`config.mk`:
```
export PLATFORM = sky130hd
export DESIGN_NAME = gbi_fifo
export DESIGN_NICKNAME = d
export VERILOG_FILES = /design/src/hdl/gbi_pkg.sv /design/src/hdl/gbi_fifo.sv
export SDC_FILE = /design/constraint.sdc
export NUM_CORES = 1
export LEC_CHECK = 0
export BUFFER_PORTS_ARGS = -buffer_cell sky130_fd_sc_hd__buf_4
export CORE_UTILIZATION = 55
export CTS_CLUSTER_DIAMETER = 200
export DETAILED_ROUTE_END_ITERATION = 7
export PLACE_DENSITY = 0.78
export SLEW_MARGIN = 20
export SYNTH_ARGS = -nofsm -noshare
export SYNTH_HDL_FRONTEND = slang
export SYNTH_SLANG_ARGS = --single-unit
```
`constraint.sdc`:
```
create_clock -name clk_i -period 7.3 [get_ports clk_i]
set_input_delay 1.46 -clock clk_i [delete_from_list [all_inputs] [get_ports clk_i]]
set_output_delay 1.46 -clock clk_i [all_outputs]
set_load 0.02 [all_outputs]
```
`src/hdl/gbi_pkg.sv`:
```
// gbi_pkg: shared types and constants for the grid bilinear interpolator.
// No dependencies; the top, gbi_fifo, gbi_front and gbi_back refer to it by scoped names.
package gbi_pkg;

  localparam int FracBits      = 16;
  localparam int SampleW       = 24;
  localparam int CoordW        = 17;
  localparam int CfgW          = 9;
  localparam int WeightW       = FracBits + 1;
  localparam int ProdW         = SampleW + WeightW + 1;
  localparam int AccW          = ProdW + 2;
  localparam int WsumW         = WeightW + 2;
  localparam int MaxSamplesDef = 256;
  localparam int FifoDepthDef  = 4;
  // command fields sized for the largest supported grid (1024 per axis)
  localparam int AddrMaxW      = 20;
  localparam int IdxMaxW       = 12;

  localparam logic [CfgW-1:0] CfgReset = 9'd256;
  localparam logic            OpWrite  = 1'b0;
  localparam logic            OpQuery  = 1'b1;

  typedef struct packed {
    logic                      operation;
    logic [7:0]                row;
    logic [7:0]                column;
    logic signed [SampleW-1:0] write_value;
    logic [CoordW-1:0]         norm_x;
    logic [CoordW-1:0]         norm_z;
  } in_t;

  typedef struct packed {
    logic signed [SampleW-1:0] interp_value;
    logic                      valid_res;
  } out_t;

  // classified command between front and back
  typedef struct packed {
    logic                      is_query;
    logic [AddrMaxW-1:0]       addr;
    logic signed [SampleW-1:0] data;
    logic [IdxMaxW-1:0]        r;
    logic [IdxMaxW-1:0]        c;
    logic [FracBits-1:0]       fr;
    logic [FracBits-1:0]       fc;
  } cmd_t;

endpackage

```
`src/hdl/gbi_fifo.sv`:
```
// gbi_fifo: small command queue between the front and back parts.
// Depends on gbi_pkg (cmd_t).
module gbi_fifo #(
  parameter int DEPTH = gbi_pkg::FifoDepthDef
) (
  input  logic          clk_i,
  input  logic          rst_ni,
  input  logic          push_i,
  input  gbi_pkg::cmd_t data_i,
  output logic          full_o,
  input  logic          pop_i,
  output logic          valid_o,
  output gbi_pkg::cmd_t data_o
);

  localparam int PW = (DEPTH > 1) ? $clog2(DEPTH) : 1;

  gbi_pkg::cmd_t  mem_q [DEPTH];
  logic [PW-1:0]  wr_q, wr_d, rd_q, rd_d;
  logic [PW:0]    cnt_q, cnt_d;
  logic           do_push, do_pop;

  assign full_o  = (cnt_q == (PW+1)'(DEPTH));
  assign valid_o = (cnt_q != '0);
  assign data_o  = mem_q[rd_q];
  assign do_push = push_i && !full_o;
  assign do_pop  = pop_i && valid_o;

  always_comb begin
    wr_d  = wr_q;
    rd_d  = rd_q;
    cnt_d = cnt_q;
    if (do_push) begin
      wr_d = (wr_q == PW'(DEPTH-1)) ? '0 : wr_q + 1'b1;
    end
    if (do_pop) begin
      rd_d = (rd_q == PW'(DEPTH-1)) ? '0 : rd_q + 1'b1;
    end
    if (do_push && !do_pop) begin
      cnt_d = cnt_q + 1'b1;
    end else if (do_pop && !do_push) begin
      cnt_d = cnt_q - 1'b1;
    end
  end

  always_ff @(posedge clk_i or negedge rst_ni) begin
    if (!rst_ni) begin
      wr_q  <= '0;
      rd_q  <= '0;
      cnt_q <= '0;
    end else begin
      wr_q  <= wr_d;
      rd_q  <= rd_d;
      cnt_q <= cnt_d;
    end
  end

  always_ff @(posedge clk_i) begin
    if (do_push) begin
      mem_q[wr_q] <= data_i;
    end
  end

endmodule

```
==> report_table.html <==
<table>
<tr><th>Metric</th><th>Value</th></tr>
<tr><th colspan="2">Timing</th></tr>
<tr><td>Worst-case clock skew</td><td>15.9 ps</td></tr>
<tr><td>Total count of max-transition violations in the final report</td><td>0</td></tr>
<tr><td>Hold violation count in the final report</td><td>0</td></tr>
<tr><td>Least-Margin Pin Slew</td><td>983 ps</td></tr>
<tr><td>Final min period</td><td>4420 ps</td></tr>
<tr><td>Total negative slack</td><td>0 ps</td></tr>
<tr><td>Worst rel slew slack</td><td>0.344</td></tr>
<tr><td>Final setup viols</td><td>0</td></tr>
<tr><td>Tcrit/Tclk final</td><td>0.605</td></tr>
<tr><td>Setup repair after global routing missed its margin</td><td>false</td></tr>
<tr><td>Achievable Freq</td><td>about 230 MHz</td></tr>
<tr><th colspan="2">Flow run</th></tr>
<tr><td>Max-cap violations</td><td>0</td></tr>
<tr><th colspan="2">Floorplanning</th></tr>
<tr><td>Core Box Area</td><td>roughly 0.027 mm²</td></tr>
<tr><td>Number of placement rows</td><td>60</td></tr>
<tr><td>DIE WIDTH</td><td>168 µm</td></tr>
<tr><td>Vertical extent of the die</td><td>168 µm</td></tr>
<tr><td>Starting Density</td><td>0.559</td></tr>
<tr><td>Num ports</td><td>208</td></tr>
<tr><td>Die footprint</td><td>0.0281 mm²</td></tr>
<tr><th colspan="2">Layout</th></tr>
<tr><td>Commonest non-fill, non-tap cells in the layout</td><td>404 x sky130_fd_sc_hd__edfxtp_1, 213 x sky130_fd_sc_hd__buf_4, 101 x sky130_fd_sc_hd__mux4_2, 43 x sky130_fd_sc_hd__clkbuf_16, 9 x sky130_fd_sc_hd__clkinv_2</td></tr>
<tr><td>Total Nets Final</td><td>911</td></tr>
<tr><td>Most common library cell in the layout ignoring fill and taps</td><td>sky130_fd_sc_hd__edfxtp_1</td></tr>
<tr><td>Ratio of cells with drive above 1 in the final layout</td><td>0.464</td></tr>
<tr><td>Fill cells</td><td>1655</td></tr>
<tr><td>Signed area change from the synthesized netlist to the final layout</td><td>20.9%</td></tr>
<tr><td>Fin cells</td><td>1171</td></tr>
<tr><th colspan="2">Detailed routing</th></tr>
<tr><td>Wire length on met1</td><td>10.8 mm</td></tr>
<tr><td>Post-detailed-route count of antenna-violating nets</td><td>0</td></tr>
<tr><td>Ratio of routed vias to standard cells</td><td>between 5 and 6</td></tr>
<tr><td>Met2 Routed Length</td><td>14.3 mm</td></tr>
<tr><td>Highest metal layer used by the detailed router</td><td>met4</td></tr>
<tr><td>Total wirelength of the detailed-routed design</td><td>between 20 and 30 mm</td></tr>
<tr><td>Average wire per cell in the routed design</td><td>23.5 µm</td></tr>
<tr><td>Detailed Route Iter0 Violations</td><td>approximately 520</td></tr>
<tr><td>DRC Markers</td><td>0</td></tr>
<tr><td>Detailed-router iteration count before antenna repair</td><td>5</td></tr>
<tr><td>DR WL met3</td><td>1.66 mm</td></tr>
<tr><td>Total number of vias</td><td>6726</td></tr>
<tr><th colspan="2">Clocking</th></tr>
<tr><td>Clock Sink Count</td><td>around 400</td></tr>
<tr><td>Insertion delay of the later-clocked pin in the worst-skew pair</td><td>~520 ps</td></tr>
<tr><td>Total of cells resized after clock tree synthesis</td><td>0</td></tr>
<tr><td># H-tree levels</td><td>2</td></tr>
<tr><td>Clock-pin slew of the registers on the worst-case setup and hold paths</td><td>roughly 60 ps</td></tr>
<tr><td>Buffer count from post-CTS setup fixing</td><td>0</td></tr>
<tr><td>Clock tree from TritonCTS</td><td>done</td></tr>
<tr><td>Number of buffers added by the clock tree synthesis step</td><td>41</td></tr>
<tr><td>Clock Root Buffer</td><td>sky130_fd_sc_hd__clkbuf_16</td></tr>
<tr><td>Number of buffers inserted for hold repair after clock tree synthesis</td><td>0</td></tr>
<tr><td>Buffers from clock root to sink, at most</td><td>3</td></tr>
<tr><th colspan="2">Hold path</th></tr>
<tr><td>Type of the worst min-delay path</td><td>reg2reg</td></tr>
<tr><td>Hold depth</td><td>1</td></tr>
<tr><td>End point of the worst hold path</td><td>cnt_q[2]</td></tr>
<tr><td>Min-delay src</td><td>cnt_q[2]</td></tr>
<tr><th colspan="2">Logic synthesis</th></tr>
<tr><td>Yosys warning total</td><td>0</td></tr>
<tr><td>Cells after synthesis</td><td>about 570</td></tr>
<tr><td>Post-synthesis sequential area ratio</td><td>0.816</td></tr>
<tr><td>Per-instance average area after synthesis</td><td>26.7 µm²</td></tr>
<tr><td>Number of different library cells in the post-synthesis netlist</td><td>21</td></tr>
<tr><td>Synthesized net count</td><td>677</td></tr>
<tr><td>Register bit total from synthesis</td><td>411</td></tr>
<tr><td>Post-Syn Area</td><td>0.0151 mm²</td></tr>
<tr><th colspan="2">Global routing</th></tr>
<tr><td>Number of antenna violations at the first check in global routing</td><td>1</td></tr>
<tr><td>GRT overflow</td><td>0</td></tr>
<tr><td>Largest net degree at the start of global routing</td><td>62</td></tr>
<tr><td>Overall routing resource usage</td><td>0.199</td></tr>
<tr><td>Wire length of the first global-routing pass</td><td>41.5 mm</td></tr>
<tr><td>Number of global-route vias before repair</td><td>7267</td></tr>
<tr><th colspan="2">Critical path</th></tr>
<tr><td>Setup slack of the most critical reg-to-reg path</td><td>4410 ps</td></tr>
<tr><td>Slowest stage delay, CP</td><td>1070 ps</td></tr>
<tr><td>Worst-path cell with the longest stage delay</td><td>sky130_fd_sc_hd__dfrtp_4</td></tr>
<tr><td>Critical path peak fanout</td><td>60</td></tr>
<tr><td>Crit. End Element</td><td>primary output</td></tr>
<tr><td>Number of cells on the worst reg-to-reg path</td><td>4</td></tr>
<tr><td>Critical path type</td><td>reg2out</td></tr>
<tr><td>Required time of the critical path</td><td>5840 ps</td></tr>
<tr><td>Cell Chain, Critical Path</td><td>buf_12 -&gt; mux4_2 -&gt; buf_4</td></tr>
<tr><td>Worst Setup Start Kind</td><td>flip-flop</td></tr>
<tr><td>Critical path arrival</td><td>2960 ps</td></tr>
<tr><td>Source of the worst register-to-register timing path</td><td>cnt_q[2]</td></tr>
<tr><td>Endpoint of the worst register-to-register path</td><td>mem_q[0][20]</td></tr>
<tr><th colspan="2">Pwr</th></tr>
<tr><td>Internal Power</td><td>about 5.5 mW</td></tr>
<tr><td>Combinational Power Share</td><td>0.313</td></tr>
<tr><td>Static Leak</td><td>6.24 nW</td></tr>
<tr><td>Clock network power share</td><td>0.259</td></tr>
<tr><td>Sequential share of power</td><td>0.428</td></tr>
<tr><td>Maximum ir drop on the vdd rail</td><td>about 430 µV</td></tr>
<tr><td>Total power</td><td>a little under 8 mW</td></tr>
<tr><td>Power density over cell area</td><td>432 mW/mm²</td></tr>
<tr><td>Sw Ratio</td><td>0.302</td></tr>
<tr><td>Net Switching</td><td>2.38 mW</td></tr>
<tr><th colspan="2">Place</th></tr>
<tr><td>Port buffer count</td><td>~210</td></tr>
<tr><td>Number of placed instances, taps included</td><td>1097</td></tr>
<tr><td>Global placement routability congestion</td><td>between 0.7 and 0.8</td></tr>
<tr><td>DP Wirelength</td><td>15.7 mm</td></tr>
<tr><th colspan="2">Status</th></tr>
<tr><td>Result of the run</td><td>complete, no violations</td></tr>
</table>
layout make-up:
class,instances,area [µm²],area share
flip-flops and latches,411,12300,0.676
multi-input cells,128,2530,0.139
repair buffers,214,1620,0.0888
clock buffers,52,1120,0.0614
well taps,341,427,0.0234
clock inverters,21,200,0.0110
inverters,3,11.3,0.000618
diodes,1,2.50,0.000137
kinds of logic after synthesis:
logic type | Yosys count | synth area share
simple gates | 12 | 0.00440
buf+inv | 26 | 0.0168
fa+ha+maj | 7 | 0.00631
flops | 411 | 0.816
xor+xnor | 3 | 0.00174
mux | 106 | 0.155
cell usage after synthesis:
cell type,number,share of area
sky130_fd_sc_hd__and2_1,3,0.0012
sky130_fd_sc_hd__buf_12,7,0.0093
sky130_fd_sc_hd__buf_2,9,0.0030
sky130_fd_sc_hd__buf_4,3,0.0015
sky130_fd_sc_hd__buf_6,1,0.00075
sky130_fd_sc_hd__buf_8,1,0.0010
sky130_fd_sc_hd__clkbuf_1,2,0.00050
sky130_fd_sc_hd__dfrtp_1,7,0.012
sky130_fd_sc_hd__edfxtp_1,404,0.80
sky130_fd_sc_hd__fa_1,1,0.0013
sky130_fd_sc_hd__ha_1,6,0.0050
sky130_fd_sc_hd__inv_1,3,0.00075
sky130_fd_sc_hd__mux2_2,5,0.0037
sky130_fd_sc_hd__mux4_2,101,0.15
sky130_fd_sc_hd__nand2_1,2,0.00050
sky130_fd_sc_hd__nor2_1,4,0.0010
sky130_fd_sc_hd__nor2b_1,1,0.00042
sky130_fd_sc_hd__nor3b_2,1,0.00083
sky130_fd_sc_hd__or3_1,1,0.00042
sky130_fd_sc_hd__xnor2_1,1,0.00058
sky130_fd_sc_hd__xor2_1,2,0.0012
stage by stage:
step                      hold slack, ps  cell area, µm²  worst slack (ps)   util
after floorplan                      445           15100               987      -
after global placement               461           16900              3390  0.627
after detailed placement             484           16900              3360  0.627
after CTS                            499           18200              2790  0.676
after global routing                 509           18200              2650  0.676
final                                492           18200              2880  0.676
power groups by stage:
stage                     clock [mW]  sequential (mW)  combinational, mW
after floorplan                    0             3.28               1.76
after global placement             0             3.38               2.46
after detailed placement           0             3.42               2.50
after CTS                       2.08             3.38               2.51
after global routing            2.17             3.42               2.60
final                           2.04             3.37               2.46
layer usage:
layer	global-route usage	vias up
met5	0	-
met3	0.0435	47
met2	0.338	232
li1	-	2909
met4	0.0714	0
met1	0.256	3538
worst max-delay path, delay by kind of cell, from the launching register on:
family | cells | cell delay (ps)
flops | 1 | 1070
mux | 1 | 590
buf+inv | 2 | 610
sequential cells by signal (all words and copies together) (netlist names):
register  flops
cnt_q         3
mem_q       404
rd_q          2
wr_q          2
worst max-delay path by stage:
stage	cells after the start	to	startpoint	slack, ps
4_1_cts	3	data_o[62]	rd_q[0]	2790
3_5_place_dp	3	data_o[62]	rd_q[0]	3360
5_1_grt	3	data_o[40]	rd_q[0]	2650
2_1_floorplan	2	mem_q[3][0]	push_i	990
3_3_place_gp	3	data_o[64]	rd_q[0]	3390
6_report	3	data_o[40]	rd_q[0]	2880
No activity file was read; power rests on OpenSTA's default activity.
