--- config.mk ---
export PLATFORM = sky130hd
export DESIGN_NAME = gbi_back
export DESIGN_NICKNAME = d
export VERILOG_FILES = /design/src/hdl/gbi_pkg.sv /design/src/hdl/gbi_div.sv /design/src/hdl/gbi_back.sv
export SDC_FILE = /design/constraint.sdc
export NUM_CORES = 2
export LEC_CHECK = 0
export BUFFER_PORTS_ARGS = -buffer_cell sky130_fd_sc_hd__buf_2
export CORE_AREA = 2 2 336 272
export DETAILED_ROUTE_END_ITERATION = 10
export DIE_AREA = 0 0 338 274
export GPL_ROUTABILITY_DRIVEN = 0
export MAX_ROUTING_LAYER = met4
export PLACE_DENSITY = 0.68
export SETUP_SLACK_MARGIN = 0.2
export SKIP_LAST_GASP = 1
export SYNTH_ARGS = -nofsm -noshare
export SYNTH_HDL_FRONTEND = slang
export SYNTH_SLANG_ARGS = --single-unit
--- constraint.sdc ---
create_clock -name clk_i -period 19.64 [get_ports clk_i]
set_clock_uncertainty 0.15 [all_clocks]
set_input_delay 2.946 -clock clk_i [delete_from_list [all_inputs] [get_ports clk_i]]
set_output_delay 2.946 -clock clk_i [all_outputs]
set_load 0.05 [all_outputs]
--- src/hdl/gbi_pkg.sv ---
// gbi_pkg: shared types and constants for the grid bilinear interpolator.
// No dependencies; the top, gbi_fifo, gbi_front and gbi_back refer to it by scoped names.
package gbi_pkg;

  localparam int FracBits      = 16;
  localparam int SampleW       = 24;
  localparam int CoordW        = 17;
  localparam int CfgW          = 9;
  localparam int WeightW       = FracBits + 1;
  localparam int ProdW         = SampleW + WeightW + 1;
  localparam int AccW          = ProdW + 2;
  localparam int WsumW         = WeightW + 2;
  localparam int MaxSamplesDef = 256;
  localparam int FifoDepthDef  = 4;
  // command fields sized for the largest supported grid (1024 per axis)
  localparam int AddrMaxW      = 20;
  localparam int IdxMaxW       = 12;

  localparam logic [CfgW-1:0] CfgReset = 9'd256;
  localparam logic            OpWrite  = 1'b0;
  localparam logic            OpQuery  = 1'b1;

  typedef struct packed {
    logic                      operation;
    logic [7:0]                row;
    logic [7:0]                column;
    logic signed [SampleW-1:0] write_value;
    logic [CoordW-1:0]         norm_x;
    logic [CoordW-1:0]         norm_z;
  } in_t;

  typedef struct packed {
    logic signed [SampleW-1:0] interp_value;
    logic                      valid_res;
  } out_t;

  // classified command between front and back
  typedef struct packed {
    logic                      is_query;
    logic [AddrMaxW-1:0]       addr;
    logic signed [SampleW-1:0] data;
    logic [IdxMaxW-1:0]        r;
    logic [IdxMaxW-1:0]        c;
    logic [FracBits-1:0]       fr;
    logic [FracBits-1:0]       fc;
  } cmd_t;

endpackage

--- src/hdl/gbi_div.sv ---
// gbi_div: unsigned restoring divider, one quotient bit per cycle.
// No dependencies.
module gbi_div #(
  parameter int DW = 44,
  parameter int VW = 19
) (
  input  logic          clk_i,
  input  logic          rst_ni,
  input  logic          start_i,
  input  logic [DW-1:0] dividend_i,
  input  logic [VW-1:0] divisor_i,
  output logic          done_o,
  output logic [DW-1:0] quo_o
);

  localparam int CW = $clog2(DW);

  logic          busy_q, done_q;
  logic [CW-1:0] cnt_q;
  logic [VW-1:0] rem_q, div_q;
  logic [DW-1:0] quo_q;
  logic [VW:0]   rem_sh, rem_sub;
  logic          ge;

  assign rem_sh  = {rem_q, quo_q[DW-1]};
  assign ge      = rem_sh >= {1'b0, div_q};
  assign rem_sub = rem_sh - {1'b0, div_q};
  assign done_o  = done_q;
  assign quo_o   = quo_q;

  always_ff @(posedge clk_i or negedge rst_ni) begin
    if (!rst_ni) begin
      busy_q <= 1'b0;
      done_q <= 1'b0;
      cnt_q  <= '0;
    end else begin
      done_q <= 1'b0;
      if (start_i) begin
        busy_q <= 1'b1;
        cnt_q  <= '0;
      end else if (busy_q) begin
        cnt_q <= cnt_q + 1'b1;
        if (cnt_q == CW'(DW-1)) begin
          busy_q <= 1'b0;
          done_q <= 1'b1;
        end
      end
    end
  end

  always_ff @(posedge clk_i) begin
    if (start_i) begin
      quo_q <= dividend_i;
      rem_q <= '0;
      div_q <= divisor_i;
    end else if (busy_q) begin
      quo_q <= {quo_q[DW-2:0], ge};
      rem_q <= ge ? rem_sub[VW-1:0] : rem_sh[VW-1:0];
    end
  end

endmodule

--- src/hdl/gbi_back.sv ---
// gbi_back: clears the grid, executes writes and runs the four-corner query sequence.
// Depends on gbi_pkg and gbi_div; drives the grid RAM ports.
module gbi_back #(
  parameter int MAX_SAMPLES = gbi_pkg::MaxSamplesDef
) (
  input  logic                                          clk_i,
  input  logic                                          rst_ni,
  input  logic [$clog2(MAX_SAMPLES+1)-1:0]              n_i,
  input  logic                                          cmd_valid_i,
  input  gbi_pkg::cmd_t                                 cmd_i,
  output logic                                          cmd_pop_o,
  output logic                                          clearing_o,
  output logic                                          ram_we_o,
  output logic [$clog2(MAX_SAMPLES*MAX_SAMPLES)-1:0]    ram_waddr_o,
  output logic [gbi_pkg::SampleW-1:0]                   ram_wdata_o,
  output logic                                          ram_re_o,
  output logic [$clog2(MAX_SAMPLES*MAX_SAMPLES)-1:0]    ram_raddr_o,
  input  logic [gbi_pkg::SampleW-1:0]                   ram_rdata_i,
  input  logic                                          pop_i,
  output logic                                          empty_o,
  output gbi_pkg::out_t                                 out_o
);

  localparam int NW = $clog2(MAX_SAMPLES+1);
  localparam int RW = NW + 1;
  localparam int AW = $clog2(MAX_SAMPLES*MAX_SAMPLES);
  localparam int F  = gbi_pkg::FracBits;
  localparam int WW = gbi_pkg::WeightW;
  localparam int PW = gbi_pkg::ProdW;
  localparam int CW = gbi_pkg::AccW;
  localparam int SW = gbi_pkg::WsumW;
  localparam int DW = gbi_pkg::SampleW;

  localparam logic [3:0] S_CLEAR = 4'd0;
  localparam logic [3:0] S_IDLE  = 4'd1;
  localparam logic [3:0] S_WGT   = 4'd2;
  localparam logic [3:0] S_RD    = 4'd3;
  localparam logic [3:0] S_MAC   = 4'd4;
  localparam logic [3:0] S_ACC   = 4'd5;
  localparam logic [3:0] S_DIVGO = 4'd6;
  localparam logic [3:0] S_DIV   = 4'd7;
  localparam logic [3:0] S_OUT   = 4'd8;

  logic [3:0]           state_q;
  logic [AW-1:0]        clr_q;
  logic [1:0]           k_q;
  logic                 out_valid_q;

  gbi_pkg::cmd_t        cmd_q;
  logic [WW-1:0]        w_q;
  logic [AW-1:0]        addr_q;
  logic                 use_q;
  logic signed [PW-1:0] prod_q;
  logic signed [CW-1:0] acc_q;
  logic [SW-1:0]        wsum_q;
  logic                 neg_q;
  logic signed [DW-1:0] res_q;
  logic                 res_ok_q;
  gbi_pkg::out_t        out_q;

  // corner evaluation
  logic                 kr, kc;
  logic [RW-1:0]        rk, ck;
  logic [WW-1:0]        fa, fb, w_new;
  logic [2*WW-1:0]      wprod;
  logic [RW+NW-1:0]     aprod, asum;
  logic                 in_grid;
  logic [CW-1:0]        acc_mag;
  logic                 div_start, div_done;
  logic [CW-1:0]        quo;
  logic [DW-1:0]        q_lo;
  logic                 out_load;

  localparam logic [WW-1:0] One = WW'(1) << F;

  always_comb begin
    kr      = (k_q == 2'd1) || (k_q == 2'd2);
    kc      = (k_q == 2'd2) || (k_q == 2'd3);
    rk      = cmd_q.r[RW-1:0] + RW'(kr);
    ck      = cmd_q.c[RW-1:0] + RW'(kc);
    fa      = kr ? {1'b0, cmd_q.fr} : One - {1'b0, cmd_q.fr};
    fb      = kc ? {1'b0, cmd_q.fc} : One - {1'b0, cmd_q.fc};
    wprod   = fa * fb;
    w_new   = wprod[F +: WW];
    in_grid = (rk < RW'(n_i)) && (ck < RW'(n_i));
    aprod   = (RW+NW)'(rk) * (RW+NW)'(n_i);
    asum    = aprod + (RW+NW)'(ck);
  end

  assign acc_mag    = acc_q[CW-1] ? CW'(-acc_q) : CW'(acc_q);
  assign div_start  = (state_q == S_DIVGO) && (wsum_q != '0);
  assign q_lo       = quo[DW-1:0];
  // result register takes a new word when it is free or being popped
  assign out_load   = (state_q == S_OUT) && (!out_valid_q || pop_i);

  assign clearing_o = (state_q == S_CLEAR);
  assign cmd_pop_o  = (state_q == S_IDLE) && cmd_valid_i;
  assign ram_we_o   = clearing_o || (cmd_pop_o && !cmd_i.is_query);
  assign ram_waddr_o = clearing_o ? clr_q : cmd_i.addr[AW-1:0];
  assign ram_wdata_o = clearing_o ? '0 : cmd_i.data;
  assign ram_re_o    = (state_q == S_RD);
  assign ram_raddr_o = addr_q;
  assign empty_o     = !out_valid_q;
  assign out_o       = out_q;

  gbi_div #(
    .DW(CW),
    .VW(SW)
  ) u_div (
    .clk_i      (clk_i),
    .rst_ni     (rst_ni),
    .start_i    (div_start),
    .dividend_i (acc_mag),
    .divisor_i  (wsum_q),
    .done_o     (div_done),
    .quo_o      (quo)
  );

  // control
  always_ff @(posedge clk_i or negedge rst_ni) begin
    if (!rst_ni) begin
      state_q     <= S_CLEAR;
      clr_q       <= '0;
      k_q         <= '0;
      out_valid_q <= 1'b0;
    end else begin
      if (out_load) begin
        out_valid_q <= 1'b1;
      end else if (pop_i && out_valid_q) begin
        out_valid_q <= 1'b0;
      end
      case (state_q)
        S_CLEAR: begin
          clr_q <= clr_q + 1'b1;
          if (clr_q == '1) begin
            state_q <= S_IDLE;
          end
        end
        S_IDLE: begin
          if (cmd_valid_i && cmd_i.is_query) begin
            k_q     <= '0;
            state_q <= S_WGT;
          end
        end
        S_WGT: state_q <= S_RD;
        S_RD:  state_q <= S_MAC;
        S_MAC: state_q <= S_ACC;
        S_ACC: begin
          k_q     <= k_q + 1'b1;
          state_q <= (k_q == 2'd3) ? S_DIVGO : S_WGT;
        end
        S_DIVGO: state_q <= (wsum_q == '0) ? S_OUT : S_DIV;
        S_DIV: begin
          if (div_done) begin
            state_q <= S_OUT;
          end
        end
        S_OUT: begin
          if (out_load) begin
            state_q <= S_IDLE;
          end
        end
        default: state_q <= S_IDLE;
      endcase
    end
  end

  // datapath
  always_ff @(posedge clk_i) begin
    case (state_q)
      S_IDLE: begin
        if (cmd_valid_i && cmd_i.is_query) begin
          cmd_q  <= cmd_i;
          acc_q  <= '0;
          wsum_q <= '0;
        end
      end
      S_WGT: begin
        w_q    <= w_new;
        addr_q <= asum[AW-1:0];
        use_q  <= in_grid && (w_new != '0);
      end
      S_MAC: prod_q <= $signed(ram_rdata_i) * $signed({1'b0, w_q});
      S_ACC: begin
        if (use_q) begin
          acc_q  <= acc_q + {{(CW-PW){prod_q[PW-1]}}, prod_q};
          wsum_q <= wsum_q + SW'(w_q);
        end
      end
      S_DIVGO: begin
        neg_q    <= acc_q[CW-1];
        res_q    <= '0;
        res_ok_q <= (wsum_q != '0);
      end
      S_DIV: begin
        if (div_done) begin
          res_q <= neg_q ? -$signed(q_lo) : $signed(q_lo);
        end
      end
      S_OUT: begin
        if (out_load) begin
          out_q.interp_value <= res_q;
          out_q.valid_res    <= res_ok_q;
        end
      end
      default: ;
    endcase
  end

endmodule
==> impl_metrics.yaml <==
min_path:
  worstHoldStart: "res_q[14]$_SDFFCE_PN0P_"
  hold_class: "flip-flop to flip-flop"
  whs_endpoint: "out_o[15]$_DFFE_PP_"
  hold_depth: 0
critical_path:
  crit_path_end_kind: "flip-flop"
  cp.arrival_ps: 10080
  crit_top_cell: "fa_1"
  worstReg2RegEnd: "use_q$_DFFE_PP_"
  worstPathRequired_ps: 19820
  r2r_setup_slack_ps: 9750
  path_max_fanout: 13
  critPathSlowestCell: "edfxtp_1"
  critPathMaxStageDelay_ps: 580
  crit_type: "flip-flop to flip-flop"
  r2r_cells: 31
  critPathLaunchType: "flip-flop"
  r2r-start: "cmd_q[16]$_DFFE_PP_"
timing:
  report.final.setup_viol: 0
  worst_pin_slew_ps: 1320
  min_period_ps: 9890
  period_share_pct: 50.4
  final_max_slew_viol_count: 0
  finalHoldViolCount: 0
  grt_setup_unrepaired: "no"
  hold-worst-slack_ps: 266
  setup_ws_ps: 9750
  fmax_ghz: 0.101
  timing.setup.tns_ps: 0
  slew_headroom_pct: 11.2
synthesis:
  syn_area_per_cell_um2: 9.63
  syn_area_mm2: 0.0452
  ys_seq_area_share_pct: 22.8
  synth.ff_latch_count: 355
  synth_edf_count: 305
  syn_nets: 5870
  synth_ff_type: "edfxtp_1"
  synth_warnings: 0
  synthCells: 4688
  ys_types: 76
  synthArstFlopShare_pct: 8.73
clock_tree:
  clk_path_buf_depth: 3
  hold_buffers: 0
  cts_tree: "done"
  cts_buffers: 39
  clk_latency_ps: 610
  post-cts-setup-buffer-count: 0
  clk_pin_slew_ps: 60
  ctsResizeCount: 0
  clockRootBuffer: "clkbuf_16"
  cts.htree.levels: 2
  clock_sinks: 355
grt:
  grt_pass1_wl_mm: 171
  overflow: 0
  antenna_found_initial: 0
  grt_max_degree: 71
  track_usage_pct: 23.8
  grt_pass1_vias: 33139
placement:
  dp_hpwl_mm: 79.6
  portBuffers: 215
  pre_cts_slack_ps: 9310
floorplanning:
  die_area_mm2: 0.0926
  num_io_pins: 224
  placementRows: 99
  core-area_mm2: 0.0898
  fp.dieH_um: 274
  die_x_um: 338
  start_util_pct: 50.3
status:
  status: "finished, final reports clean"
drt:
  wire_per_inst_um: 16.8
  viasPerCell: 5.26
  vias: 32153
  drtIter0Drc: 1962
  ant_nets: 0
  drc: 0
  drtPass1Iterations: 5
  drt_wl_total_mm: 103
layout:
  register_area_mm2: 0.0103
  syn_to_final_growth_pct: 8.65
  antenna_cells: 0
  n_fill_cell: 8008
  drive_gt1_share_pct: 8.06
  finalNetCount: 6055
  fin_util_pct: 54.6
  multi_input_comb_area_mm2: 0.0310
power:
  peakVddDrop_mv: 0.150
  p_leak_nw: 23.3
  p_per_area_mw_per_mm2: 96.2
job:
  cap_violations: 0
==> cell usage after synthesis (all sizes together), types with 9 or more instances <==
cell / count / area share [%]
dfrtp: 31 / 1.7
or4: 13 / 0.22
nor2: 307 / 2.6
and3: 27 / 0.37
xor2: 134 / 2.6
or3: 22 / 0.30
a21boi: 11 / 0.18
dfxtp: 19 / 0.84
nand2b: 25 / 0.35
o21ai: 127 / 1.4
nand4: 21 / 0.29
edfxtp: 305 / 20
o41ai: 16 / 0.34
nand3: 46 / 0.51
ha: 358 / 9.9
inv: 888 / 7.4
nor4: 20 / 0.30
xnor2: 145 / 2.8
clkbuf: 132 / 1.1
a21o: 66 / 1.1
o21a: 26 / 0.43
a21oi: 131 / 1.5
or2: 9 / 0.12
o21bai: 17 / 0.29
a211oi: 22 / 0.38
nand2: 609 / 5.1
o31ai: 26 / 0.44
nor2b: 55 / 0.76
fa: 686 / 30
a31oi: 14 / 0.23
and2: 207 / 2.9
o211ai: 11 / 0.18
nor3: 55 / 0.61
mux2: 17 / 0.42
==> cell usage in the layout (no fill, tap or decap), types with 16 or more instances in the layout <==
master	Yosys	final
a211oi_1	21	21
a21o_1	66	66
a21oi_1	131	131
and2_1	207	207
and3_1	27	27
buf_2	2	215
buf_4	0	65
clkbuf_16	0	39
dfrtp_1	31	31
dfxtp_1	19	19
edfxtp_1	305	305
fa_1	686	686
ha_1	358	358
inv_1	886	885
mux2_2	17	17
nand2_1	609	606
nand2b_1	25	25
nand3_1	46	46
nand4_1	21	21
nor2_1	307	307
nor2b_1	55	54
nor3_1	55	53
nor4_1	18	17
o21a_1	26	26
o21ai_0	118	117
o21bai_1	16	16
o31ai_1	25	25
or3_1	22	22
xnor2_1	145	145
xor2_1	134	133
==> cell families after synthesis <==
| logic type | synth area share, % |
|---|---|
| DFF | 22.8 |
| and+or+nand+nor | 14.7 |
| adders and majority gates | 40.3 |
| xor gates and xnor gates | 5.41 |
| muxes | 0.601 |
| buffers and inverters | 8.52 |
| AOI/OAI and AO/OA | 7.56 |
==> layer usage <==
layer / up-vias / GRT usage, % / part of all wire (%) / wire length [um]
met5: - / - / 0 / 0
met2: 960 / 36.9 / 46 / 47100
met3: 157 / 4.05 / 7.1 / 7320
li1: 15203 / - / - / -
met1: 15833 / 32.7 / 45 / 45700
met4: 0 / 5.78 / 2.4 / 2420
==> registers in the layout, summed over array words and instances (netlist names), 17 cells and up <==
register,cells
w_q,17
acc_q,44
cmd_q,52
u_div.rem_q,19
out_o,25
wsum_q,19
u_div.div_q,19
u_div.quo_o,44
res_q,24
prod_q,42
==> through the flow <==
| stage | instances | cell area [um2] | power, W |
|---|---|---|---|
| floorplan | 4688 | 45200 | 0.00339 |
| global placement | 6044 | 47800 | 0.00392 |
| detailed placement | 6044 | 47800 | 0.00397 |
| CTS | 6112 | 49100 | 0.00476 |
| global route | 6112 | 49100 | 0.00521 |
| finish | 6112 | 49100 | 0.00472 |
==> critical path, delay by kind of cell, from the launching register on <==
family,cells,cell delay [ps]
flops,1,580
compound gates,9,1930
xor+xnor,1,150
simple gates,9,2800
buf+inv,5,670
fa+ha+maj,7,3320
==> power by group <==
part,switching [W],total [W],leakage [nW],internal (W)
Clock,0.000330,0.000764,0.626,0.000435
Combinational,0.00159,0.00291,19.3,0.00132
Sequential,0.0000222,0.00104,3.32,0.00102
==> final cells by class <==
class | count | share of cell area [%]
repair buffers | 280 | 3.19
flip-flops and latches | 355 | 21.0
inverters | 888 | 6.79
multi-input cells | 3309 | 63.3
clock inverters | 27 | 0.655
clock buffers | 41 | 2.00
well taps | 1212 | 3.09
==> how the worst max path moves through the flow <==
stage,from,to,slack (ps),cells after the start
after floorplan,ram_rdata_i[10],prod_q[41]$_DFFE_PP_,10340,24
after global placement,ram_rdata_i[10],prod_q[40]$_DFFE_PP_,9330,23
after detailed placement,ram_rdata_i[10],prod_q[41]$_DFFE_PP_,9310,24
after CTS,cmd_q[16]$_DFFE_PP_,use_q$_DFFE_PP_,9760,31
after global routing,cmd_q[16]$_DFFE_PP_,use_q$_DFFE_PP_,9340,31
final,cmd_q[16]$_DFFE_PP_,use_q$_DFFE_PP_,9750,31
Note: power is estimated with default switching activity, not from simulation.
