`src/hdl/gbi_pkg.sv`:
```
// gbi_pkg: shared types and constants for the grid bilinear interpolator.
// No dependencies; the top, gbi_fifo, gbi_front and gbi_back refer to it by scoped names.
package gbi_pkg;

  localparam int FracBits      = 16;
  localparam int SampleW       = 24;
  localparam int CoordW        = 17;
  localparam int CfgW          = 9;
  localparam int WeightW       = FracBits + 1;
  localparam int ProdW         = SampleW + WeightW + 1;
  localparam int AccW          = ProdW + 2;
  localparam int WsumW         = WeightW + 2;
  localparam int MaxSamplesDef = 256;
  localparam int FifoDepthDef  = 4;
  // command fields sized for the largest supported grid (1024 per axis)
  localparam int AddrMaxW      = 20;
  localparam int IdxMaxW       = 12;

  localparam logic [CfgW-1:0] CfgReset = 9'd256;
  localparam logic            OpWrite  = 1'b0;
  localparam logic            OpQuery  = 1'b1;

  typedef struct packed {
    logic                      operation;
    logic [7:0]                row;
    logic [7:0]                column;
    logic signed [SampleW-1:0] write_value;
    logic [CoordW-1:0]         norm_x;
    logic [CoordW-1:0]         norm_z;
  } in_t;

  typedef struct packed {
    logic signed [SampleW-1:0] interp_value;
    logic                      valid_res;
  } out_t;

  // classified command between front and back
  typedef struct packed {
    logic                      is_query;
    logic [AddrMaxW-1:0]       addr;
    logic signed [SampleW-1:0] data;
    logic [IdxMaxW-1:0]        r;
    logic [IdxMaxW-1:0]        c;
    logic [FracBits-1:0]       fr;
    logic [FracBits-1:0]       fc;
  } cmd_t;

endpackage

```
`src/hdl/gbi_front.sv`:
```
// gbi_front: classifies accepted words into commands (grid address or cell/fraction).
// Depends on gbi_pkg.
module gbi_front #(
  parameter int MAX_SAMPLES = gbi_pkg::MaxSamplesDef
) (
  input  gbi_pkg::in_t                    in_i,
  input  logic                            accept_i,
  input  logic [$clog2(MAX_SAMPLES+1)-1:0] n_i,
  output logic                            cmd_push_o,
  output gbi_pkg::cmd_t                   cmd_o
);

  localparam int NW = $clog2(MAX_SAMPLES+1);
  localparam int RW = NW + 1;
  localparam int AW = $clog2(MAX_SAMPLES*MAX_SAMPLES);
  localparam int SW = gbi_pkg::CoordW + NW;
  localparam int F  = gbi_pkg::FracBits;

  logic [SW-1:0]   sx, sz;
  logic [8+NW-1:0] wprod;
  logic [8+NW:0]   wsum;
  logic            in_grid;

  always_comb begin
    sx      = SW'(in_i.norm_x) * SW'(n_i);
    sz      = SW'(in_i.norm_z) * SW'(n_i);
    wprod   = (8+NW)'(in_i.row) * (8+NW)'(n_i);
    wsum    = (9+NW)'(wprod) + (9+NW)'(in_i.column);
    in_grid = ((8+NW)'(in_i.row) < (8+NW)'(n_i)) &&
              ((8+NW)'(in_i.column) < (8+NW)'(n_i));

    cmd_o          = '0;
    cmd_o.is_query = (in_i.operation == gbi_pkg::OpQuery);
    cmd_o.addr     = gbi_pkg::AddrMaxW'(wsum[AW-1:0]);
    cmd_o.data     = in_i.write_value;
    cmd_o.r        = gbi_pkg::IdxMaxW'(sx[F +: RW]);
    cmd_o.c        = gbi_pkg::IdxMaxW'(sz[F +: RW]);
    cmd_o.fr       = sx[F-1:0];
    cmd_o.fc       = sz[F-1:0];

    // writes outside the active grid are dropped here
    cmd_push_o = accept_i && (cmd_o.is_query || in_grid);
  end

endmodule

```
`config.mk`:
```
export PLATFORM = sky130hd
export DESIGN_NAME = gbi_front
export DESIGN_NICKNAME = d
export VERILOG_FILES = /design/src/hdl/gbi_pkg.sv /design/src/hdl/gbi_front.sv
export SDC_FILE = /design/constraint.sdc
export NUM_CORES = 1
export LEC_CHECK = 0
export BUFFER_PORTS_ARGS = -buffer_cell sky130_fd_sc_hd__buf_2
export CAP_MARGIN = 25
export CORE_MARGIN = 3
export CORE_UTILIZATION = 50
export DETAILED_ROUTE_END_ITERATION = 7
export PLACE_DENSITY = 0.74
export SYNTH_ARGS = -nofsm -noshare
export SYNTH_HDL_FRONTEND = slang
export SYNTH_SLANG_ARGS = --single-unit
```
`constraint.sdc`:
```
create_clock -name vclk -period 6.68
set_input_delay 1.002 -clock vclk [all_inputs]
set_output_delay 1.002 -clock vclk [all_outputs]
set_load 0.02 [all_outputs]
```
==> results_dict.tcl, run 1 <==
set metrics [dict create \
    status "finished, final reports clean" \
    antenna_found_initial 3 \
    grt_pass1_wl_mm 51.5 \
    die_h_um 166 \
    crit_chain "buf_4 > buf_4 > and2_1 > fa_2 > fa_1 > fa_1 > inv_1 > fa_1 > inv_1 > ha_1 > or3_1 > or2_0 > o221a_1 > a21o_1 > o31ai_4 > o21ai_1 > xnor2_1 > buf_4" \
    ys_warn_count 0 \
    synth.cell_area_um2 12800 \
    cp_num_buf_inv 5 \
    global_route.usage.total_pct 21.8 \
    fillCellCount 2302 \
    syn_area_per_cell_um2 8.39 \
    flow.area_growth_from_synthesis_pct 10.5 \
    synth-seq-area-share_pct 0 \
    dr_vias_cell 5.19 \
    finalInstanceArea_um2 14100 \
    period_share_pct 97.1 \
    power.switching_fraction_pct 57.8 \
    setup.worst_path.start_class "input port" \
    p_leak_nw 7.87 \
    routed_wl_mm 29.4 \
    clkPwrFrac_pct 0 \
    layout_common_cells "sky130_fd_sc_hd__inv_1, sky130_fd_sc_hd__fa_1, sky130_fd_sc_hd__and2_1" \
    placedInstanceArea_um2 14000 \
    gr-total-overflow 0 \
    cp_max_fo 19 \
    critPathCaptureType "output pin" \
    cpPeakStageDelay_ns 0.54 \
    maxCapViolations 0 \
    cpLargestDelayFamily "adder cells" \
    regArea_um2 0 \
    finalHoldViolations 0 \
    rows 57 \
    die_area_um2 27500 \
    num-nets-final 2153 \
    syn-instance-count 1520 \
    yosys-top-cells-area "sky130_fd_sc_hd__fa_1, sky130_fd_sc_hd__ha_1, sky130_fd_sc_hd__inv_1" \
    timing.fmax_ghz 0.154 \
    nFlopsAndLatches 0 \
    yosys.area.top_type_share_pct 41.0 \
    p_switching_mw 3.56 \
    timing.hold.worst.class "in -> out" \
    number_of_slew_limit_violations_in_the_final_report 0 \
    powerDensity_nw_per_um2 436 \
    wl_per_cell_um 14.8 \
    most_area_hungry_cell_type_in_the_yosys_netlist "sky130_fd_sc_hd__fa_1" \
    clockBufferCount 0 \
    layout.cells.most_common "sky130_fd_sc_hd__inv_1" \
    finalWorstPathRequiredPeriod_ns 6.49 \
    crit_slowest_cell "sky130_fd_sc_hd__fa_1" \
    ant_nets 0 \
    worst_ep_required_time_ns 5.68 \
    via_count 10300 \
    grt_start_max_net_pins 26 \
    violation_count_after_the_first_detailed_routing_iteration 509 \
    cts_hold_repair.buffers 0 \
    vias_in_the_first_global_route 11200 \
    synthDistinctLibCells 63 \
    power_mw 6.15 \
    drtPass1Iterations 7 \
    critPathArrivalTime_ns 5.48 \
    internal_power_mw 2.60 \
    start_util_pct 51.7 \
    rsz0062_at_grt "false" \
    final-setup-viol-count 0 \
    ios 187 \
    core-area_um2 24700 \
    criticalPathCategory "in -> out" \
    seq_power_share_pct 0 \
    detailed_place_hpwl_mm 25.0 \
    drive_above_1_share_pct 13.8 \
    globalplace.congestion 0.863 \
    drt_drc_violations_left 0 \
    vdd.ir_drop.worst_uv 739 \
    comb_power_share_pct 100.0 \
    place.port_buffers 131 \
    die_width_um 166 \
]
-- power by group through the flow --
stage          combinational [mW]    clock (mW)  sequential, mW
2_1_floorplan                4.27             0               0
3_3_place_gp                 6.03             0               0
3_5_place_dp                 6.10             0               0
4_1_cts                      6.16             0               0
5_1_grt                      6.87             0               0
6_report                     6.15  0.0000000200               0
-- synth_stat cells (9+ instances only) --
cell and n:
sky130_fd_sc_hd__fa_1 261, sky130_fd_sc_hd__clkbuf_1 43, sky130_fd_sc_hd__ha_1 149, sky130_fd_sc_hd__and2_1 203, sky130_fd_sc_hd__xor2_1 9, sky130_fd_sc_hd__nand3_1 9
sky130_fd_sc_hd__nand2b_1 11, sky130_fd_sc_hd__a21o_1 22, sky130_fd_sc_hd__nand2_1 192, sky130_fd_sc_hd__nor2_1 27, sky130_fd_sc_hd__xnor2_1 39, sky130_fd_sc_hd__o21ai_0 12
sky130_fd_sc_hd__buf_4 33, sky130_fd_sc_hd__inv_1 363, sky130_fd_sc_hd__a21oi_1 37
-- metrics by stage --
step | TNS, ns | setup slack, ns | hold slack (ns) | utilization, % | std cells
2_1_floorplan | 0 | 0.00303 | 2.12 | - | 1527
3_3_place_gp | -0.0998 | -0.0998 | 2.00 | 56.7 | 1979
3_5_place_dp | -0.108 | -0.0814 | 2.00 | 56.7 | 1979
4_1_cts | 0 | 0.00755 | 2.00 | 56.7 | 1979
5_1_grt | 0 | 0.00269 | 2.00 | 57.1 | 1980
6_report | 0 | 0.195 | 2.00 | 57.2 | 1981
-- kinds of logic after synthesis --
logic type,Yosys count,share of synthesized area (%)
mux,2,0.157
xor+xnor,48,3.30
other cells,1,0.0294
compound gates,140,7.88
simple gates,480,19.2
fa+ha+maj,410,55.6
buf+inv,439,13.9
-- worst paths after layout --
| path | depth (start not counted) | from | endpoint |
|---|---|---|---|
| setup / recovery | 18 | n_i[3] | cmd_o[53] |
| hold / removal | 0 | in_i[35] | cmd_o[57] |
-- layout make-up --
| type | instances | area [µm²] | share of cell area [%] |
|---|---|---|---|
| Tap cell | 324 | 405 | 2.87 |
| Timing Repair Buffer | 205 | 1270 | 9.00 |
| Inverter | 363 | 1360 | 9.66 |
| Antenna cell | 1 | 2.50 | 0.0177 |
| Multi-Input combinational cell | 1088 | 11100 | 78.5 |
-- timing repair --
| item | CTS | global route |
|---|---|---|
| resized for setup | 5 | 27 |
| pin swaps | 0 | 3 |
| buffers inserted | 0 | 1 |
| setup endpoints to repair | 6 | 19 |
-- layer usage --
metal  track usage (%)  wire length, µm  vias up
met5                 0               30        -
met4              4.01              417        4
met3              2.55             1770       40
met2              40.0            15000      288
met1              28.1            12100     5152
li1                  -                -     4789
Note: power is estimated with default switching activity, not from simulation.
==> inputs of run 2 (changes only) <==
PLACE_DENSITY = 0.71   (was 0.74)
clock period = 6.3 ns   (was 6.68 ns; I/O delays follow)
==> results_dict.tcl, run 2 (synthesis gave the netlist of run 1 again) <==
set metrics [dict create \
    violation_count_after_the_first_detailed_routing_iteration 473 \
    finalHoldViolations 0 \
    ios 187 \
    ant_nets 0 \
    die_h_um 166 \
    cts_hold_repair.buffers 0 \
    drive_above_1_share_pct 24.5 \
    finalWorstPathRequiredPeriod_ns 6.26 \
    maxCapViolations 0 \
    grt_pass1_wl_mm 52.4 \
    setup.worst_path.start_class "input port" \
    regArea_um2 0 \
    layout_common_cells "sky130_fd_sc_hd__inv_1, sky130_fd_sc_hd__fa_1, sky130_fd_sc_hd__and2_1" \
    place.port_buffers 131 \
    die_width_um 166 \
    layout.cells.most_common "sky130_fd_sc_hd__inv_1" \
    nFlopsAndLatches 0 \
    cpPeakStageDelay_ns 0.52 \
    flow.area_growth_from_synthesis_pct 24.0 \
    seq_power_share_pct 0 \
    critPathCaptureType "output pin" \
    slack_of_the_critical_path_ns 0.0400 \
    final-setup-viol-count 0 \
    core-area_um2 24700 \
    via_count 10800 \
    gr-total-overflow 0 \
    placedInstanceArea_um2 14600 \
    insertedDiodeCount 0 \
    p_switching_mw 4.33 \
    crit_chain "buf_12 > buf_12 > and2_4 > fa_1 > fa_1 > fa_1 > inv_1 > fa_1 > inv_2 > ha_4 > a21o_4 > a221o_1 > a21oi_2 > o21ai_2 > or2_4 > a21o_1 > a311oi_4 > buf_6" \
    die_area_um2 27500 \
    worst_ep_required_time_ns 5.35 \
    dr_vias_cell 5.16 \
    rows 57 \
    global_route.usage.total_pct 22.1 \
    timing.hold.worst.class "in -> out" \
    criticalPathCategory "in -> out" \
    p_leak_nw 8.63 \
    powerDensity_nw_per_um2 505 \
    vdd.ir_drop.worst_uv 772 \
    vias_in_the_first_global_route 11300 \
    tns_ns 0 \
    routed_wl_mm 31.7 \
    timing.fmax_ghz 0.160 \
    clkPwrFrac_pct 0 \
    start_util_pct 51.7 \
    critical-path-top-cell-by-count "sky130_fd_sc_hd__fa_1" \
    multiInputGateArea_um2 11600 \
    num-nets-final 2256 \
    drt_drc_violations_left 0 \
    fin_util_pct 64.1 \
    drtPass1Iterations 5 \
    grt_start_max_net_pins 22 \
    period_share_pct 99.4 \
    cp_max_fo 6 \
    comb_power_share_pct 100.0 \
    detailed_place_hpwl_mm 25.1 \
    wl_per_cell_um 15.2 \
    globalplace.congestion 0.863 \
    antenna_found_initial 0 \
    internal_power_mw 3.66 \
    finalInstanceArea_um2 15800 \
    clockBufferCount 0 \
    status "finished, final reports clean" \
    critPathArrivalTime_ns 5.31 \
    number_of_slew_limit_violations_in_the_final_report 0 \
    fillCellCount 2137 \
    power.switching_fraction_pct 54.1 \
    crit_slowest_cell "sky130_fd_sc_hd__fa_1" \
    fin_hold_ws_ns 1.89 \
    rsz0062_at_grt "true" \
    worst_setup_slack_after_placement_ns -0.387 \
]
[run 2: layer usage]
metal  wire [µm]  GRT usage (%)  share of wire [%]  vias to the layer above
met2       16200           38.9                 51                      261
met3        1390           1.12                4.4                       39
met1       13500           31.1                 43                     5441
met5           0              0                  0                        -
met4         519           3.36                1.6                        0
li1            -              -                  -                     5011
[run 2: path summary, 6_finish.rpt]
check	endpoint	start	cells past startpoint	slack [ns]
worst max-delay path	cmd_o[41]	n_i[7]	18	0.04
worst min-delay path	cmd_o[57]	in_i[35]	0	1.89
[run 2: repair_timing]
item | CTS | global route
setup buffers | 2 | 16
setup endpoints to repair | 25 | 22
gates resized for setup | 76 | 147
cloned | 3 | 4
pin swaps | 32 | 70
[run 2: area by class of cell]
cell class / instances / share of cell area [%]
multi-input combinational: 1088 / 73.3
timing repair buffer: 308 / 15.6
tap: 324 / 2.56
inverter: 363 / 8.61
[run 2: stage by stage]
stage,cells,power (mW)
finish,2083,7.99
global route,2083,8.82
CTS,2063,7.31
detailed placement,2058,7.06
global placement,2058,6.90
floorplan,1527,4.54
[run 2: power groups by stage]
stage,clock network [mW],registers (mW),logic (mW)
after floorplan,0,0,4.54
after global placement,0,0,6.90
after detailed placement,0,0,7.06
after CTS,0,0,7.31
after global routing,0,0,8.82
final,0,0,7.99
[run 2: worst max-delay path, delay by kind of cell]
kind | cells | cell delay [ns]
AND/OR/NAND/NOR | 2 | 0.40
buffers and inverters | 5 | 0.51
AO/OA/AOI/OAI | 6 | 1.25
adder cells (fa/ha/maj) | 5 | 2.21
==> inputs of run 3 (changes only) <==
clock period = 7.1 ns   (was 6.3 ns; I/O delays follow)
==> results_dict.tcl, run 3 (synthesis gave the netlist of run 1 again) <==
set metrics [dict create \
    tns_ns 0 \
    worst_ep_required_time_ns 6.03 \
    fillCellCount 2351 \
    wl_per_cell_um 15.5 \
    maxCapViolations 0 \
    flow.area_growth_from_synthesis_pct 7.54 \
    number_of_slew_limit_violations_in_the_final_report 0 \
    gr-total-overflow 0 \
    finalWorstPathRequiredPeriod_ns 6.85 \
    global_route.usage.total_pct 22.4 \
    critPathArrivalTime_ns 5.78 \
    nFlopsAndLatches 0 \
    layout.cells.most_common "sky130_fd_sc_hd__inv_1" \
    finalHoldViolations 0 \
    clockBufferCount 0 \
    criticalPathCategory "in -> out" \
    drt_drc_violations_left 0 \
    insertedDiodeCount 0 \
    timing.fmax_ghz 0.146 \
    critPathCaptureType "output pin" \
    via_count 10200 \
    vdd.ir_drop.worst_uv 583 \
    dr_vias_cell 5.24 \
    core-area_um2 24700 \
    post-cts-setup-buffer-count 0 \
    grt_start_max_net_pins 29 \
    powerDensity_nw_per_um2 404 \
    die_area_um2 27500 \
    die_width_um 166 \
    drive_above_1_share_pct 10.8 \
    ant_nets 0 \
    rsz0062_at_grt "false" \
    globalplace.congestion 0.846 \
    routed_wl_mm 30.0 \
    regArea_um2 0 \
    vias_in_the_first_global_route 10900 \
    detailed_place_hpwl_mm 25.1 \
    post-place-cells 1938 \
    violation_count_after_the_first_detailed_routing_iteration 476 \
    fin_hold_ws_ns 2.13 \
    antenna_found_initial 3 \
    cts_hold_repair.buffers 0 \
    cp_max_fo 22 \
    num-nets-final 2111 \
    setup.worst_path.start_class "input port" \
    p_leak_nw 7.65 \
    status "finished, final reports clean" \
    count_of_placed_standard_cells_in_the_final_layout_fillers_left_out 1938 \
    timing.hold.worst.class "in -> out" \
    rows 57 \
    place.port_buffers 131 \
    drtPass1Iterations 5 \
    grt_pass1_wl_mm 52.5 \
    ios 187 \
    layout_common_cells "sky130_fd_sc_hd__inv_1, sky130_fd_sc_hd__fa_1, sky130_fd_sc_hd__and2_1" \
    final-setup-viol-count 0 \
    die_h_um 166 \
    start_util_pct 51.7 \
    period_share_pct 96.5 \
]
==> run 3: changes by cell type in the layout (fill, tap and decap cells not counted), moves of 13 or more <==
cell / delta
sky130_fd_sc_hd__buf_2: +30
sky130_fd_sc_hd__buf_6: -17
sky130_fd_sc_hd__and2_1: +15
sky130_fd_sc_hd__ha_1: +17
sky130_fd_sc_hd__buf_4: -140
sky130_fd_sc_hd__nand2_1: +13
sky130_fd_sc_hd__fa_2: -13
sky130_fd_sc_hd__ha_4: -13
sky130_fd_sc_hd__and2_4: -15
sky130_fd_sc_hd__fa_1: +13
==> run 3: through the flow <==
stage	util [%]	area [µm²]	power [mW]	setup WS, ns
finish	55.6	13700	5.55	0.250
global route	55.6	13700	6.18	0.0252
global placement	55.5	13700	5.47	0.0579
floorplan	-	12800	4.02	0.133
CTS	55.5	13700	5.59	0.0226
detailed placement	55.5	13700	5.55	0.0445
==> run 3: final cells by class <==
class / instances / area, µm² / share of cell area, %
inverter: 363 / 1360 / 9.93
multi-input combinational: 1088 / 11000 / 80.3
tap: 324 / 405 / 2.95
timing repair buffer: 163 / 936 / 6.82
==> run 3: timing repair <==
item                                   CTS  global route
setup endpoints to repair                0            19
resized for setup                        0            13
endpoints found under the hold margin    0             0
==> run 3: power breakdown <==
group          internal, mW  switching (mW)
Sequential                0               0
Clock                     0               0
Combinational          2.21            3.33
==> run 3: worst paths after layout <==
path | endpoint | slack, ns | startpoint | cells after the start
worst min-delay path | cmd_o[58] | 2.13 | in_i[36] | 0
worst max-delay path | cmd_o[50] | 0.25 | n_i[3] | 17
==> run 3: per-layer routing <==
metal  up-vias  GRT usage [%]  wire (µm)  share of wire (%)
met1      5114           30.3      12800                 43
met5         -              0         36               0.12
met2       272           39.8      15000                 50
met3        58           2.17       1540                5.1
li1       4707              -          -                  -
met4         6           3.98        602                2.0
==> run 3: worst max-delay path, cell delays in order <==
cell and delay, ns:
sky130_fd_sc_hd__clkbuf_4 0.26, sky130_fd_sc_hd__buf_12 0.23, sky130_fd_sc_hd__and2_1 0.15, sky130_fd_sc_hd__fa_1 0.44, sky130_fd_sc_hd__fa_1 0.47, sky130_fd_sc_hd__fa_1 0.54, sky130_fd_sc_hd__inv_1 0.05, sky130_fd_sc_hd__fa_1 0.48
sky130_fd_sc_hd__inv_1 0.04, sky130_fd_sc_hd__ha_1 0.19, sky130_fd_sc_hd__or3_1 0.44, sky130_fd_sc_hd__o21bai_1 0.23, sky130_fd_sc_hd__a31o_1 0.27, sky130_fd_sc_hd__a31oi_1 0.35, sky130_fd_sc_hd__nor2b_1 0.22, sky130_fd_sc_hd__xnor2_1 0.13
sky130_fd_sc_hd__buf_2 0.18
